$ cat src/sv/ptt_pkg.sv
// ----------------------------------------------------------------------------
// ptt_pkg
// Shared types and codes of the periodic task timer table.
// ----------------------------------------------------------------------------
package ptt_pkg;

  // Command codes of an input beat.
  typedef enum logic [2:0] {
    OP_TICK = 3'd0,
    OP_REG  = 3'd1,
    OP_DEL  = 3'd2,
    OP_MOD  = 3'd3,
    OP_EXEC = 3'd4
  } op_e;

  // Result kinds of an output beat.
  typedef enum logic [1:0] {
    KIND_ACK   = 2'd0,
    KIND_FULL  = 2'd1,
    KIND_FIRED = 2'd2,
    KIND_NONE  = 2'd3
  } kind_e;

  // Sequencer states.
  typedef enum logic [2:0] {
    ST_IDLE,
    ST_FIND,
    ST_RD,
    ST_EV,
    ST_EMIT
  } state_e;

  localparam int CNT_W     = 16;
  localparam int SLOT_W    = 4;
  localparam int MAX_FIRE  = 16;
  localparam int FIRE_W    = $clog2(MAX_FIRE + 1);

  typedef logic [SLOT_W-1:0] slot_num_t;
  typedef logic [CNT_W-1:0]  cnt_t;

  // Result handed from the sequencer to the output register.
  typedef struct packed {
    logic      valid;
    kind_e     kind;
    slot_num_t slot;
    logic      last;
  } emit_t;

  // Slot memory controls.
  typedef struct packed {
    logic rd_en;
    logic cnt_we;
    logic per_we;
  } mem_ctl_t;

endpackage

$ cat src/sv/ptt_slot_mem.sv
// ----------------------------------------------------------------------------
// ptt_slot_mem
// Countdown and period storage, one write and one registered read port each.
// ----------------------------------------------------------------------------
module ptt_slot_mem #(
  parameter int DEPTH = 16,
  parameter int AW    = 4
) (
  input  logic                clk_i,
  input  ptt_pkg::mem_ctl_t   ctl_i,
  input  logic [AW-1:0]       rd_addr_i,
  input  logic [AW-1:0]       wr_addr_i,
  input  ptt_pkg::cnt_t       cnt_wdata_i,
  input  ptt_pkg::cnt_t       per_wdata_i,
  output ptt_pkg::cnt_t       cnt_rdata_o,
  output ptt_pkg::cnt_t       per_rdata_o
);

  ptt_pkg::cnt_t cnt_mem [DEPTH];
  ptt_pkg::cnt_t per_mem [DEPTH];
  ptt_pkg::cnt_t cnt_rdata_q;
  ptt_pkg::cnt_t per_rdata_q;

  always_ff @(posedge clk_i) begin
    if (ctl_i.cnt_we) begin
      cnt_mem[wr_addr_i] <= cnt_wdata_i;
    end
    if (ctl_i.per_we) begin
      per_mem[wr_addr_i] <= per_wdata_i;
    end
    if (ctl_i.rd_en) begin
      cnt_rdata_q <= cnt_mem[rd_addr_i];
      per_rdata_q <= per_mem[rd_addr_i];
    end
  end

  assign cnt_rdata_o = cnt_rdata_q;
  assign per_rdata_o = per_rdata_q;

endmodule

$ cat src/sv/ptt_seq.sv
// ----------------------------------------------------------------------------
// ptt_seq
// Command sequencer: walks the slots one at a time for tick, register and
// execute, and holds the used and pending marks.
// ----------------------------------------------------------------------------
module ptt_seq #(
  parameter int NUM_SLOTS = 16,
  parameter int IDX_W     = 4
) (
  input  logic                 clk_i,
  input  logic                 rst_ni,
  input  logic                 in_valid_i,
  output logic                 in_ready_o,
  input  logic [2:0]           opcode_i,
  input  logic [7:0]           slot_index_i,
  input  ptt_pkg::cnt_t        start_delay_i,
  input  ptt_pkg::cnt_t        reload_value_i,
  output ptt_pkg::emit_t       emit_o,
  input  logic                 out_free_i,
  output ptt_pkg::mem_ctl_t    mem_ctl_o,
  output logic [IDX_W-1:0]     mem_rd_addr_o,
  output logic [IDX_W-1:0]     mem_wr_addr_o,
  output ptt_pkg::cnt_t        cnt_wdata_o,
  output ptt_pkg::cnt_t        per_wdata_o,
  input  ptt_pkg::cnt_t        cnt_rdata_i,
  input  ptt_pkg::cnt_t        per_rdata_i
);

  localparam logic [IDX_W-1:0] LAST_PTR = IDX_W'(NUM_SLOTS - 1);
  localparam logic [ptt_pkg::FIRE_W-1:0] FIRE_LAST = ptt_pkg::FIRE_W'(ptt_pkg::MAX_FIRE - 1);

  ptt_pkg::state_e state_q, state_d;
  ptt_pkg::op_e    op_q, op_d;
  ptt_pkg::cnt_t   delay_q, delay_d;
  ptt_pkg::cnt_t   reload_q, reload_d;
  logic [IDX_W-1:0] ptr_q, ptr_d;
  logic [ptt_pkg::FIRE_W-1:0] fired_q, fired_d;
  logic [NUM_SLOTS-1:0] used_q, used_d;
  logic [NUM_SLOTS-1:0] pend_q, pend_d;
  ptt_pkg::kind_e     res_kind_q, res_kind_d;
  ptt_pkg::slot_num_t res_slot_q, res_slot_d;

  logic             in_range;
  logic             ptr_end;
  logic             more_pending;
  logic [NUM_SLOTS-1:0] above;
  ptt_pkg::cnt_t    cnt_dec;
  logic             fire_last;

  assign in_range = {1'b0, slot_index_i} < 9'(NUM_SLOTS);
  assign ptr_end  = (ptr_q == LAST_PTR);
  assign cnt_dec  = (cnt_rdata_i != '0) ? cnt_rdata_i - 16'd1 : cnt_rdata_i;

  // slots above the walk pointer that still wait to fire
  always_comb begin
    for (int j = 0; j < NUM_SLOTS; j++) begin
      above[j] = (j > int'(ptr_q));
    end
  end
  assign more_pending = |(used_q & pend_q & above);
  assign fire_last    = !more_pending || (fired_q == FIRE_LAST);

  always_comb begin
    state_d    = state_q;
    op_d       = op_q;
    delay_d    = delay_q;
    reload_d   = reload_q;
    ptr_d      = ptr_q;
    fired_d    = fired_q;
    used_d     = used_q;
    pend_d     = pend_q;
    res_kind_d = res_kind_q;
    res_slot_d = res_slot_q;

    mem_ctl_o     = '0;
    mem_rd_addr_o = ptr_q;
    mem_wr_addr_o = ptr_q;
    cnt_wdata_o   = '0;
    per_wdata_o   = reload_q;
    emit_o        = '0;

    in_ready_o = (state_q == ptt_pkg::ST_IDLE);

    unique case (state_q)
      ptt_pkg::ST_IDLE: begin
        if (in_valid_i) begin
          op_d       = ptt_pkg::op_e'(opcode_i);
          delay_d    = start_delay_i;
          reload_d   = reload_value_i;
          ptr_d      = '0;
          fired_d    = '0;
          res_kind_d = ptt_pkg::KIND_ACK;
          res_slot_d = '0;
          case (ptt_pkg::op_e'(opcode_i)) inside
            ptt_pkg::OP_TICK, ptt_pkg::OP_EXEC: begin
              state_d = ptt_pkg::ST_RD;
            end
            ptt_pkg::OP_REG: begin
              state_d = ptt_pkg::ST_FIND;
            end
            ptt_pkg::OP_DEL: begin
              if (in_range) begin
                used_d[slot_index_i[IDX_W-1:0]] = 1'b0;
                pend_d[slot_index_i[IDX_W-1:0]] = 1'b0;
              end
              state_d = ptt_pkg::ST_EMIT;
            end
            ptt_pkg::OP_MOD: begin
              if (in_range) begin
                mem_ctl_o.per_we = 1'b1;
                mem_wr_addr_o    = slot_index_i[IDX_W-1:0];
                per_wdata_o      = reload_value_i;
              end
              state_d = ptt_pkg::ST_EMIT;
            end
            default: begin
              state_d = ptt_pkg::ST_EMIT;
            end
          endcase
        end
      end

      ptt_pkg::ST_FIND: begin
        if (!used_q[ptr_q]) begin
          mem_ctl_o.cnt_we = 1'b1;
          mem_ctl_o.per_we = 1'b1;
          cnt_wdata_o      = delay_q;
          per_wdata_o      = reload_q;
          used_d[ptr_q]    = 1'b1;
          pend_d[ptr_q]    = 1'b0;
          res_slot_d       = ptt_pkg::slot_num_t'(ptr_q);
          state_d          = ptt_pkg::ST_EMIT;
        end else if (ptr_end) begin
          res_kind_d = ptt_pkg::KIND_FULL;
          state_d    = ptt_pkg::ST_EMIT;
        end else begin
          ptr_d = ptr_q + 1'b1;
        end
      end

      ptt_pkg::ST_RD: begin
        mem_ctl_o.rd_en = 1'b1;
        state_d         = ptt_pkg::ST_EV;
      end

      ptt_pkg::ST_EV: begin
        if (op_q == ptt_pkg::OP_TICK) begin
          if (used_q[ptr_q]) begin
            mem_ctl_o.cnt_we = 1'b1;
            if (cnt_dec == '0) begin
              cnt_wdata_o   = per_rdata_i;
              pend_d[ptr_q] = 1'b1;
            end else begin
              cnt_wdata_o = cnt_dec;
            end
          end
          if (ptr_end) begin
            state_d = ptt_pkg::ST_EMIT;
          end else begin
            ptr_d   = ptr_q + 1'b1;
            state_d = ptt_pkg::ST_RD;
          end
        end else if (used_q[ptr_q] && pend_q[ptr_q]) begin
          emit_o.valid = 1'b1;
          emit_o.kind  = ptt_pkg::KIND_FIRED;
          emit_o.slot  = ptt_pkg::slot_num_t'(ptr_q);
          emit_o.last  = fire_last;
          if (out_free_i) begin
            pend_d[ptr_q] = 1'b0;
            if (per_rdata_i == '0) begin
              used_d[ptr_q] = 1'b0;
            end
            fired_d = fired_q + 1'b1;
            if (fire_last) begin
              state_d = ptt_pkg::ST_IDLE;
            end else begin
              ptr_d   = ptr_q + 1'b1;
              state_d = ptt_pkg::ST_RD;
            end
          end
        end else if (ptr_end) begin
          res_kind_d = ptt_pkg::KIND_NONE;
          state_d    = (fired_q == '0) ? ptt_pkg::ST_EMIT : ptt_pkg::ST_IDLE;
        end else begin
          ptr_d   = ptr_q + 1'b1;
          state_d = ptt_pkg::ST_RD;
        end
      end

      ptt_pkg::ST_EMIT: begin
        emit_o.valid = 1'b1;
        emit_o.kind  = res_kind_q;
        emit_o.slot  = res_slot_q;
        emit_o.last  = 1'b1;
        if (out_free_i) begin
          state_d = ptt_pkg::ST_IDLE;
        end
      end

      default: begin
        state_d = ptt_pkg::ST_IDLE;
      end
    endcase
  end

  always_ff @(posedge clk_i or negedge rst_ni) begin
    if (!rst_ni) begin
      state_q <= ptt_pkg::ST_IDLE;
      used_q  <= '0;
      pend_q  <= '0;
      ptr_q   <= '0;
      fired_q <= '0;
    end else begin
      state_q <= state_d;
      used_q  <= used_d;
      pend_q  <= pend_d;
      ptr_q   <= ptr_d;
      fired_q <= fired_d;
    end
  end

  always_ff @(posedge clk_i) begin
    op_q       <= op_d;
    delay_q    <= delay_d;
    reload_q   <= reload_d;
    res_kind_q <= res_kind_d;
    res_slot_q <= res_slot_d;
  end

  // a fired beat always names a live, pending slot
  a_fired_live: assert property (@(posedge clk_i) disable iff (!rst_ni)
    (emit_o.valid && emit_o.kind == ptt_pkg::KIND_FIRED) |->
      (used_q[ptr_q] && pend_q[ptr_q]))
    else $error("fired beat for a slot that is not pending");

  // an execute walk never emits beyond the per-command limit
  a_fire_limit: assert property (@(posedge clk_i) disable iff (!rst_ni)
    (state_q == ptt_pkg::ST_EV && op_q == ptt_pkg::OP_EXEC) |->
      (fired_q < ptt_pkg::FIRE_W'(ptt_pkg::MAX_FIRE)))
    else $error("execute fired count over limit");

  // a single result handed off returns the sequencer to idle
  a_emit_done: assert property (@(posedge clk_i) disable iff (!rst_ni)
    (state_q == ptt_pkg::ST_EMIT && out_free_i) |=> (state_q == ptt_pkg::ST_IDLE))
    else $error("sequencer stuck after final beat");

endmodule

$ cat src/sv/periodic_task_timer_table.sv
// ----------------------------------------------------------------------------
// periodic_task_timer_table
// Timer slot table of a cooperative scheduler: tick, register, delete,
// modify and execute commands, with fired slots reported as result beats.
// ----------------------------------------------------------------------------
//
//   channel | signals                                        | dir
//   --------+------------------------------------------------+-----
//   in      | in_valid_i/in_ready_o, opcode_i, slot_index_i, | in
//           | start_delay_i, reload_value_i                  |
//   out     | out_valid_o/out_ready_i, kind_o,               | out
//           | slot_number_o, last_o                          |
//
// Walks: tick walks every slot through the single read port of the slot
//   memory, a read and an evaluate state a slot; execute walks the same way
//   but stops at its last fired beat. Register scans the used marks one slot a cycle.
//   Delete, modify and unknown codes go straight to the result beat.
// Reset: used and pending marks clear at once; countdown and period memories
//   are not cleared and hold garbage until a slot is registered.
// Stalls: a held output beat stops the walk in place; the next command beat
//   is taken once the last result beat of the current one is registered.
// ----------------------------------------------------------------------------
module periodic_task_timer_table #(
  parameter int NUM_SLOTS = 16
) (
  input  logic        clk_i,
  input  logic        rst_ni,
  input  logic        in_valid_i,
  output logic        in_ready_o,
  input  logic [2:0]  opcode_i,
  input  logic [7:0]  slot_index_i,
  input  logic [15:0] start_delay_i,
  input  logic [15:0] reload_value_i,
  output logic        out_valid_o,
  input  logic        out_ready_i,
  output logic [1:0]  kind_o,
  output logic [3:0]  slot_number_o,
  output logic        last_o
);

  localparam int IDX_W = (NUM_SLOTS > 1) ? $clog2(NUM_SLOTS) : 1;

  ptt_pkg::emit_t    emit;
  ptt_pkg::mem_ctl_t mem_ctl;
  logic [IDX_W-1:0]  mem_rd_addr;
  logic [IDX_W-1:0]  mem_wr_addr;
  ptt_pkg::cnt_t     cnt_wdata;
  ptt_pkg::cnt_t     per_wdata;
  ptt_pkg::cnt_t     cnt_rdata;
  ptt_pkg::cnt_t     per_rdata;
  logic              out_free;

  // output register
  logic               out_valid_q;
  ptt_pkg::kind_e     kind_q;
  ptt_pkg::slot_num_t slot_q;
  logic               last_q;

  // the output stage can take a beat when empty or draining this cycle
  assign out_free = !out_valid_q || out_ready_i;

  ptt_seq #(
    .NUM_SLOTS (NUM_SLOTS),
    .IDX_W     (IDX_W)
  ) u_seq (
    .clk_i          (clk_i),
    .rst_ni         (rst_ni),
    .in_valid_i     (in_valid_i),
    .in_ready_o     (in_ready_o),
    .opcode_i       (opcode_i),
    .slot_index_i   (slot_index_i),
    .start_delay_i  (start_delay_i),
    .reload_value_i (reload_value_i),
    .emit_o         (emit),
    .out_free_i     (out_free),
    .mem_ctl_o      (mem_ctl),
    .mem_rd_addr_o  (mem_rd_addr),
    .mem_wr_addr_o  (mem_wr_addr),
    .cnt_wdata_o    (cnt_wdata),
    .per_wdata_o    (per_wdata),
    .cnt_rdata_i    (cnt_rdata),
    .per_rdata_i    (per_rdata)
  );

  ptt_slot_mem #(
    .DEPTH (NUM_SLOTS),
    .AW    (IDX_W)
  ) u_mem (
    .clk_i       (clk_i),
    .ctl_i       (mem_ctl),
    .rd_addr_i   (mem_rd_addr),
    .wr_addr_i   (mem_wr_addr),
    .cnt_wdata_i (cnt_wdata),
    .per_wdata_i (per_wdata),
    .cnt_rdata_o (cnt_rdata),
    .per_rdata_o (per_rdata)
  );

  always_ff @(posedge clk_i or negedge rst_ni) begin
    if (!rst_ni) begin
      out_valid_q <= 1'b0;
    end else if (out_free) begin
      out_valid_q <= emit.valid;
    end
  end

  // payload loads only with a new beat
  always_ff @(posedge clk_i) begin
    if (out_free && emit.valid) begin
      kind_q <= emit.kind;
      slot_q <= emit.slot;
      last_q <= emit.last;
    end
  end

  assign out_valid_o   = out_valid_q;
  assign kind_o        = kind_q;
  assign slot_number_o = slot_q;
  assign last_o        = last_q;

endmodule
$ cat config.mk
export PLATFORM = sky130hd
export DESIGN_NAME = periodic_task_timer_table
export DESIGN_NICKNAME = d
export VERILOG_FILES = /design/src/sv/ptt_pkg.sv /design/src/sv/ptt_slot_mem.sv /design/src/sv/ptt_seq.sv /design/src/sv/periodic_task_timer_table.sv
export SDC_FILE = /design/constraint.sdc
export NUM_CORES = 1
export LEC_CHECK = 0
export BUFFER_PORTS_ARGS = -buffer_cell sky130_fd_sc_hd__buf_2
export CAP_MARGIN = 25
export CORE_ASPECT_RATIO = 1.25
export CORE_MARGIN = 8
export CORE_UTILIZATION = 62
export DETAILED_ROUTE_END_ITERATION = 8
export PLACE_DENSITY = 0.85
export SYNTH_ARGS = -nofsm -noshare
export SYNTH_HDL_FRONTEND = slang
export SYNTH_HIERARCHICAL = 1
export SYNTH_SLANG_ARGS = --single-unit
$ cat constraint.sdc
create_clock -name clk_i -period 5.5 [get_ports clk_i]
set_clock_uncertainty 0.2 [all_clocks]
set_input_delay 0.275 -clock clk_i [delete_from_list [all_inputs] [get_ports clk_i]]
set_output_delay 0.275 -clock clk_i [all_outputs]
set_load 0.05 [all_outputs]
==> impl_results.md, run 1 <==
* Total CTS buffers at 58
* Final hold vios at 0
* Clock power frac at 33.1%
* Post-CTS setup buffer count at 0
* Cell Pwr Density at 415 mW/mm²
* Post_cts resized at 0
* Initial Util at 62.4%
* Per-cell routed wire length at 32.0 µm
* DP Worst Slack at 0.996 ns
* Register area at 0.0189 mm²
* Post-Synthesis Cell Area at 0.0260 mm²
* Sequential share of power at 48.9%
* First-pass GRT wire length at 103000 µm
* CP Class: register to register
* Clock sinks at 637
* Startpoint types: register
* Cells after synthesis at 1472
* Synth Area in Adders at 0.433%
* GP Congestion at 0.948
* Most used routing layer: met2
* DR DRC count at 0
* Post-Synth Simple-Gate Area at 5.54%
* Logic gate share of total power at 18.0%
* CP endpoint kind: register
* Max-Cap Viols at 0
* Post-synthesis mux area share at 12.9%
* Post-route ant nets at 0
* Top FF cell, synth: edfxtp_1
* Placed Instances at 2058
* Largest net degree at the start of global routing at 75
* Grt met3 use at 5.24%
* Largest area contributor in the netlist: edfxtp_1
* Multi-input gate area at 0.00669 mm²
* Unrepaired setup endpoints after global routing: no
* Compound-Gate Fraction of Synth Area at 6.31%
* I/O pin total at 56
* Critical-path maximum fanout at 21
* Max-slew headroom at 26.4%
* Fillers at 2333
* Vias/cell at 7.04
* Outcome: complete, no violations
* Period utilisation layout at 83.8%
* Die Y at 245 µm
* Int Pwr at 8.88 mW
* Cell row count at 84
* Proportion of layout cells with a drive suffix above 1 at 25.8%
* Sw Ratio at 27.7%
* Total power at 12.3 mW
* DP HPWL at 39100 µm
* Via Count at 15.7k
* Tmin final at 4.61 ns
* YS warnings at 6
* Peak VDD IR at 0.000323 V
* Area Overhead vs Synth at 13.9%
* Worst hold path type: primary input to register
* Ranking of synthesized cells by area: edfxtp_1 (68%), mux4_2 (12%), dfrtp_1 (4.3%)
* Async SR Flop Fraction at 7.06%
* GR met1 Demand/Resource at 34.8%
* Post-layout instance area at 0.0296 mm²
* Syn nets at 1528
* P_sw at 3.40 mW
* DR pass1 iterations at 9
* Clk pin slew, worst setup/hold paths at 0.07 ns
* Die width at 199 µm
* GR Layer Usage met2 at 49.2%
* Area of the die at 0.0488 mm²
* Xor and xnor area share after synthesis at 0.168%
* Fin. max-slew vios at 0
* Highest clock rate at 217 MHz
* Root Buffer: clkbuf_16
* Worst-Margin Slew at 1.10 ns
* Initial drt markers at 2124
* Final Setup Violations at 0
* Non-Filler Instances at 2223
* H-tree depth at 2
* Post-synth top area share at 68.3%
* Global Route Usage Sum at 29.1%
* Total gr overflow at 0
* Avg Inst Size Synth at 17.7 µm²
* Nets at 1670
* Core ar. at 0.0417 mm²
* Initial antenna violation count at 1
* Largest family of logic cells by synthesized area: multiplexers
* Skew-Pair Late Insertion Delay at 0.63 ns
* Setup TNS at 0 ns
* EDFF count, synth at 592
* Final setup margin at 0.889 ns
* Register bit total from synthesis at 637
* Sequential fraction of the synthesis area at 72.7%
* WL final at 71100 µm
* Arrival time at the worst endpoint at 4.66 ns
* Longest Clk Path Bufs at 3
* LEAKAGE at 9.94 nW
* I/O Buffers at 55
* WP data required at 5.54 ns
* Distinct cell type count after synthesis at 68
* CTS tree: yes
* DP Area at 0.0271 mm²
* Number of global-route vias before repair at 15.9k
[state kept, by name, summed over array words and instances, names as in the netlist]
| name | flops |
|---|---|
| kind_o | 2 |
| last_o | 1 |
| out_valid_o | 1 |
| slot_number_o | 4 |
| u_mem/cnt_mem | 256 |
| u_mem/cnt_rdata_o | 16 |
| u_mem/per_mem | 256 |
| u_mem/per_rdata_o | 16 |
| u_seq/delay_q | 16 |
| u_seq/fired_q | 5 |
| u_seq/mem_rd_addr_o | 4 |
| u_seq/op_q | 3 |
| u_seq/pend_q | 16 |
| u_seq/reload_q | 16 |
| u_seq/res_kind_q | 2 |
| u_seq/res_slot_q | 4 |
| u_seq/state_q | 3 |
| u_seq/used_q | 16 |
[area by class of cell]
class / count / area share [%]
sequential: 637 / 63.8
multi-input combinational: 716 / 22.6
clock buffer: 65 / 4.99
timing repair buffer: 166 / 4.34
tap: 559 / 2.36
clock inverter: 43 / 1.48
inverter: 35 / 0.443
antenna: 2 / 0.0169
[synthesized netlist by cell type (3+ instances only)]
library cell / count
edfxtp_1: 592
mux4_2: 136
nand2_1: 112
a22oi_1: 72
o21ai_0: 65
nor2_1: 61
clkbuf_1: 48
dfrtp_1: 45
a21oi_1: 37
inv_1: 34
o22ai_1: 27
mux2_2: 20
nor3_1: 17
nand3_1: 15
nand4_1: 13
buf_1: 12
or3_1: 11
buf_2: 10
buf_4: 10
ha_1: 9
o221ai_1: 9
nand2b_1: 8
nor4_1: 7
and2_1: 6
mux2i_1: 6
nand3b_1: 6
nor2b_1: 6
a211oi_1: 5
a31oi_1: 4
and3_1: 4
buf_6: 4
o211ai_1: 4
or3b_2: 4
a32o_1: 3
a32oi_1: 3
a41o_1: 3
o2111ai_1: 3
or2_2: 3
xnor2_1: 3
[cell families after synthesis]
logic type	count (synthesis)
flops	637
compound gates	250
buf+inv	119
fa+ha+maj	9
simple gates	290
xor+xnor	5
mux	162
[cell usage in the layout (no fill, tap or decap), drive strengths merged, types with 28 or more instances in the layout]
cell,Yosys,final
a21oi,37,37
a22oi,72,72
buf,36,125
clkbuf,48,66
dfrtp,45,45
dlygate4sd3,0,40
edfxtp,592,592
inv,34,38
mux4,136,136
nand2,112,112
nor2,61,61
o21ai,65,65
o22ai,28,28
[critical path: stages (launching register included)]
cell and delay (ns):
dfrtp_1 0.86, mux4_2 0.41, mux2i_1 0.21, a21oi_1 0.33
nand2b_1 0.64, nand2_1 0.35, nand3b_1 0.28, nor2_2 0.93
[worst paths after layout]
kind | start | end | slack [ns] | cells after the start
min in group asynchronous | rst_ni | u_seq/state_q[2] | 0.10 | 3
min reg2reg | u_seq/pend_q[5] | u_seq/pend_q[5] | 0.33 | 2
max reg2reg | u_seq/mem_rd_addr_o[3] | u_mem/per_mem[6][9] | 0.89 | 7
min | slot_index_i[3] | u_seq/used_q[0] | 0.05 | 6
max | u_seq/mem_rd_addr_o[3] | u_mem/per_mem[6][9] | 0.89 | 7
max in group asynchronous | rst_ni | u_seq/mem_rd_addr_o[1] | 4.51 | 3
[metal layers]
metal | share of wire (%) | routed length [µm]
met1 | 33 | 23700
met2 | 52 | 36700
met3 | 8.6 | 6130
met4 | 6.4 | 4580
met5 | 0 | 0
[stage by stage]
step           util (%)  hold WS [ns]
2_1_floorplan         -        -0.221
3_3_place_gp       65.0         0.201
3_5_place_dp       65.0         0.217
4_1_cts            70.6       0.00939
5_1_grt            71.0        0.0884
6_report           71.0        0.0535
[power by group through the flow]
stage	Combinational, mW	Sequential, mW	Clock, mW
floorplan	1.53	6.06	0
global placement	2.04	6.07	0
detailed placement	2.10	6.08	0
CTS	2.17	5.99	4.10
global route	2.34	6.02	4.27
finish	2.21	6.01	4.07
[timing repair]
| item | in CTS | in global routing |
|---|---|---|
| endpoints found under the setup margin | 0 | 0 |
| endpoints found under the hold margin | 108 | 0 |
| hold buffers | 40 | 0 |
No activity file was read; power rests on OpenSTA's default activity.
==> run 2: changes to the inputs <==
Settings changed: ABC_AREA set to 1, CORE_UTILIZATION 62 to 57, PLACE_DENSITY 0.85 to 0.82.
Clock period 5.5 ns to 4 ns, I/O delays scaled along.
==> run 2 against run 1 <==
Sequential share of layout area shrank 7.5 points; maximum frequency grew 27%; clock-buffer cell count grew 2; synthesized cell count grew 110%; register-to-register slack lost 0.51 ns; design area grew 13%; worst setup slack lost 0.51 ns; largest power group unchanged; worst hold slack gained 0.0016 ns; via count grew 44%.
==> impl_results.md, run 2 <==
* Outcome: complete, no violations
* Die Y at 273 µm (+11%)
* Total power at 18.4 mW (+50%)
* Final setup margin at 0.377 ns (-0.512 ns)
* Post-synth top area share at 59.1% (-9.3 points)
* Fin. max-slew vios at 0 (unchanged)
* Most common cell after layout, fill and taps aside: nand2_1
* Reg2reg start: u_seq/mem_rd_addr_o[0]
* WP data required at 4.07 ns (-1.47 ns)
* First-pass GRT wire length at 122000 µm (+18%)
* Largest net degree at the start of global routing at 168 (+120%)
* Proportion of layout cells with a drive suffix above 1 at 9.45% (-16 points)
* Hold_sp: slot_index_i[0]
* CP endpoint kind: register
* I/O Buffers at 55 (unchanged)
* Arrival time at the worst endpoint at 3.69 ns (-0.97 ns)
* Syn nets at 3194 (+110%)
* Number of global-route vias before repair at 22.3k (+41%)
* Highest clock rate at 276 MHz (+27%)
* DP HPWL at 47800 µm (+22%)
* Async SR Flop Fraction at 7.06% (unchanged)
* Core ar. at 0.0525 mm² (+26%)
* Avg Inst Size Synth at 9.59 µm² (-46%)
* Max-slew headroom at 31.2% (+4.9 points)
* Post-Synthesis Cell Area at 0.0301 mm² (+16%)
* Initial drt markers at 2522 (+19%)
* Sequential fraction of the synthesis area at 62.8% (-9.8 points)
* EDFF count, synth at 592 (unchanged)
* Area Overhead vs Synth at 11.5%
* Skew-Pair Late Insertion Delay at 0.65 ns (+0.02 ns)
* DR pass1 iterations at 6 (-3)
* H-tree depth at 2 (unchanged)
* CTS tree: yes
* Top FF cell, synth: edfxtp_1
* Per-cell routed wire length at 20.0 µm (-37%)
* Max-Cap Viols at 0 (unchanged)
* LEAKAGE at 14.4 nW (+45%)
* RR Endpoint: u_mem/cnt_mem[13][3]
* Cell row count at 94 (+12%)
* Root Buffer: clkbuf_16
* Post-route ant nets at 0 (unchanged)
* Final hold vios at 0 (unchanged)
* N_diodes at 0 (-2)
* YS warnings at 6 (unchanged)
* WL final at 78700 µm (+11%)
* Tmin final at 3.62 ns (-0.988 ns)
* Cell Pwr Density at 548 mW/mm² (+32%)
* Clock sinks at 637 (unchanged)
* Ranking of synthesized cells by area: edfxtp_1 (59%), nand2_1 (13%), nand3_1 (7.2%)
* Critical-path maximum fanout at 35 (+67%)
* Most common cell in the netlist: nand2_1
* GP Congestion at 0.941 (-0.75%)
* Worst R2R Setup Slack at 0.38 ns (-0.51 ns)
* Clk pin slew, worst setup/hold paths at 0.07 ns (about the same)
* Final Setup Violations at 0 (unchanged)
* Initial Util at 57.4% (-5.0 points)
* Distinct cell type count after synthesis at 49 (-28%)
* CP Class: register to register
* Most frequent cells in the layout: nand2_1 (1019), edfxtp_1 (592), inv_1 (499)
* Largest area contributor in the netlist: edfxtp_1
* Worst hold path type: primary input to register
* Via Count at 22.6k (+44%)
* DP Worst Slack at 0.425 ns (-0.571 ns)
* DP Area at 0.0310 mm² (+14%)
* DR DRC count at 0 (unchanged)
* Hold-critical path depth at 8 (+2)
* Hold worst-path end: u_seq/used_q[3]
* Unrepaired setup endpoints after global routing: no
* Die width at 222 µm (+11%)
* Post-CTS setup buffer count at 0 (unchanged)
* Register bit total from synthesis at 637 (unchanged)
* Nets at 3264 (+95%)
* Total CTS buffers at 59 (+1.7%)
* Path depth of the worst reg2reg path at 13 (+6)
* Worst-Margin Slew at 1.03 ns (-0.0717 ns)
* Area of the die at 0.0604 mm² (+24%)
* I/O pin total at 56 (unchanged)
* Total gr overflow at 0 (unchanged)
* Global Route Usage Sum at 25.6% (-3.5 points)
* Fillers at 3936 (+69%)
* Peak VDD IR at 0.000427 V (+32%)
* Synth cell count leaders: nand2_1 (1021), edfxtp_1 (592), inv_1 (501), nand3_1 (431), nor2_1 (114)
* Worst setup path start: u_seq/mem_rd_addr_o[0]
* Longest Clk Path Bufs at 3 (unchanged)
* Period utilisation layout at 90.6% (+6.7 points)
* Layout Utilization at 64.0% (-7.1 points)
* Initial antenna violation count at 0 (-1)
* Startpoint types: register
* Largest regs: u_mem/cnt_mem: 256 flops, u_mem/per_mem: 256 flops
* Post-layout instance area at 0.0336 mm² (+13%)
* Vias/cell at 5.76 (-18%)
* Cells after synthesis at 3138 (+110%)
==> run 2: report_power, final <==
| group | internal, mW | switching, mW | total, mW |
|---|---|---|---|
| Clock | 3.43 | 2.50 | 5.93 |
| Sequential | 7.97 | 0.260 | 8.23 |
| Combinational | 1.06 | 3.17 | 4.23 |
==> run 2: per-stage QoR <==
stage	TNS (ns)	hold slack [ns]	instances
2_1_floorplan	-0.141	-0.296	3138
3_3_place_gp	0	0.177	3772
3_5_place_dp	0	0.0138	3773
4_1_cts	0	0.0136	3929
5_1_grt	0	0.0691	3930
6_report	0	0.0550	3930
==> run 2: worst max-delay path by stage <==
stage,to,depth (start not counted)
6_report,u_mem/cnt_mem[13][3],13
2_1_floorplan,u_mem/cnt_mem[5][0],10
3_5_place_dp,u_mem/cnt_mem[13][7],13
4_1_cts,u_mem/cnt_mem[13][3],13
5_1_grt,u_mem/cnt_mem[13][9],13
3_3_place_gp,u_mem/cnt_mem[13][7],13
==> run 2: cell type report <==
type                            count  area, µm²  area share (%)
Inverter                          511       1930            5.74
Timing Repair Buffer              148       1170            3.48
Clock buffer                       67       1510            4.49
Clock inverter                     44        539            1.61
Tap cell                          672        841            2.51
Multi-Input combinational cell   1851       8660            25.8
Sequential cell                   637      18900            56.4
==> run 2: cells by family after synthesis <==
logic type / Yosys count / synth area share [%]
buffers and inverters: 650 / 9.33
AO/OA/AOI/OAI: 139 / 2.66
adder cells (fa/ha/maj): 9 / 0.374
flip-flops: 637 / 62.8
XOR/XNOR: 5 / 0.146
multiplexers: 16 / 0.599
AND/OR/NAND/NOR: 1682 / 24.1
==> run 2: what timing repair did <==
action | in CTS | in global routing
hold endpoints to repair | 324 | 0
hold buffers | 45 | 0
gates resized for setup | 0 | 0
==> run 2: critical path, stage by stage (launching register included) <==
cell and delay, ns:
dfrtp_4 0.63, inv_2 0.27, nor2_1 0.08, o21ai_1 0.15
nand2_1 0.06, nand2_1 0.07, nand2_2 0.06, nand2_4 0.12
inv_1 0.10, nor2_4 0.12, inv_1 0.08, nand2_1 0.07
inv_1 0.35, nor3_4 0.84
==> run 2: metal layers <==
| metal | routed length, µm | track usage (%) | vias up |
|---|---|---|---|
| met5 | 0 | 0 | - |
| met2 | 39700 | 45.1 | 1248 |
| met4 | 4410 | 14.6 | 0 |
| met3 | 6480 | 4.09 | 253 |
| met1 | 28100 | 29.6 | 10771 |
| li1 | - | - | 10353 |
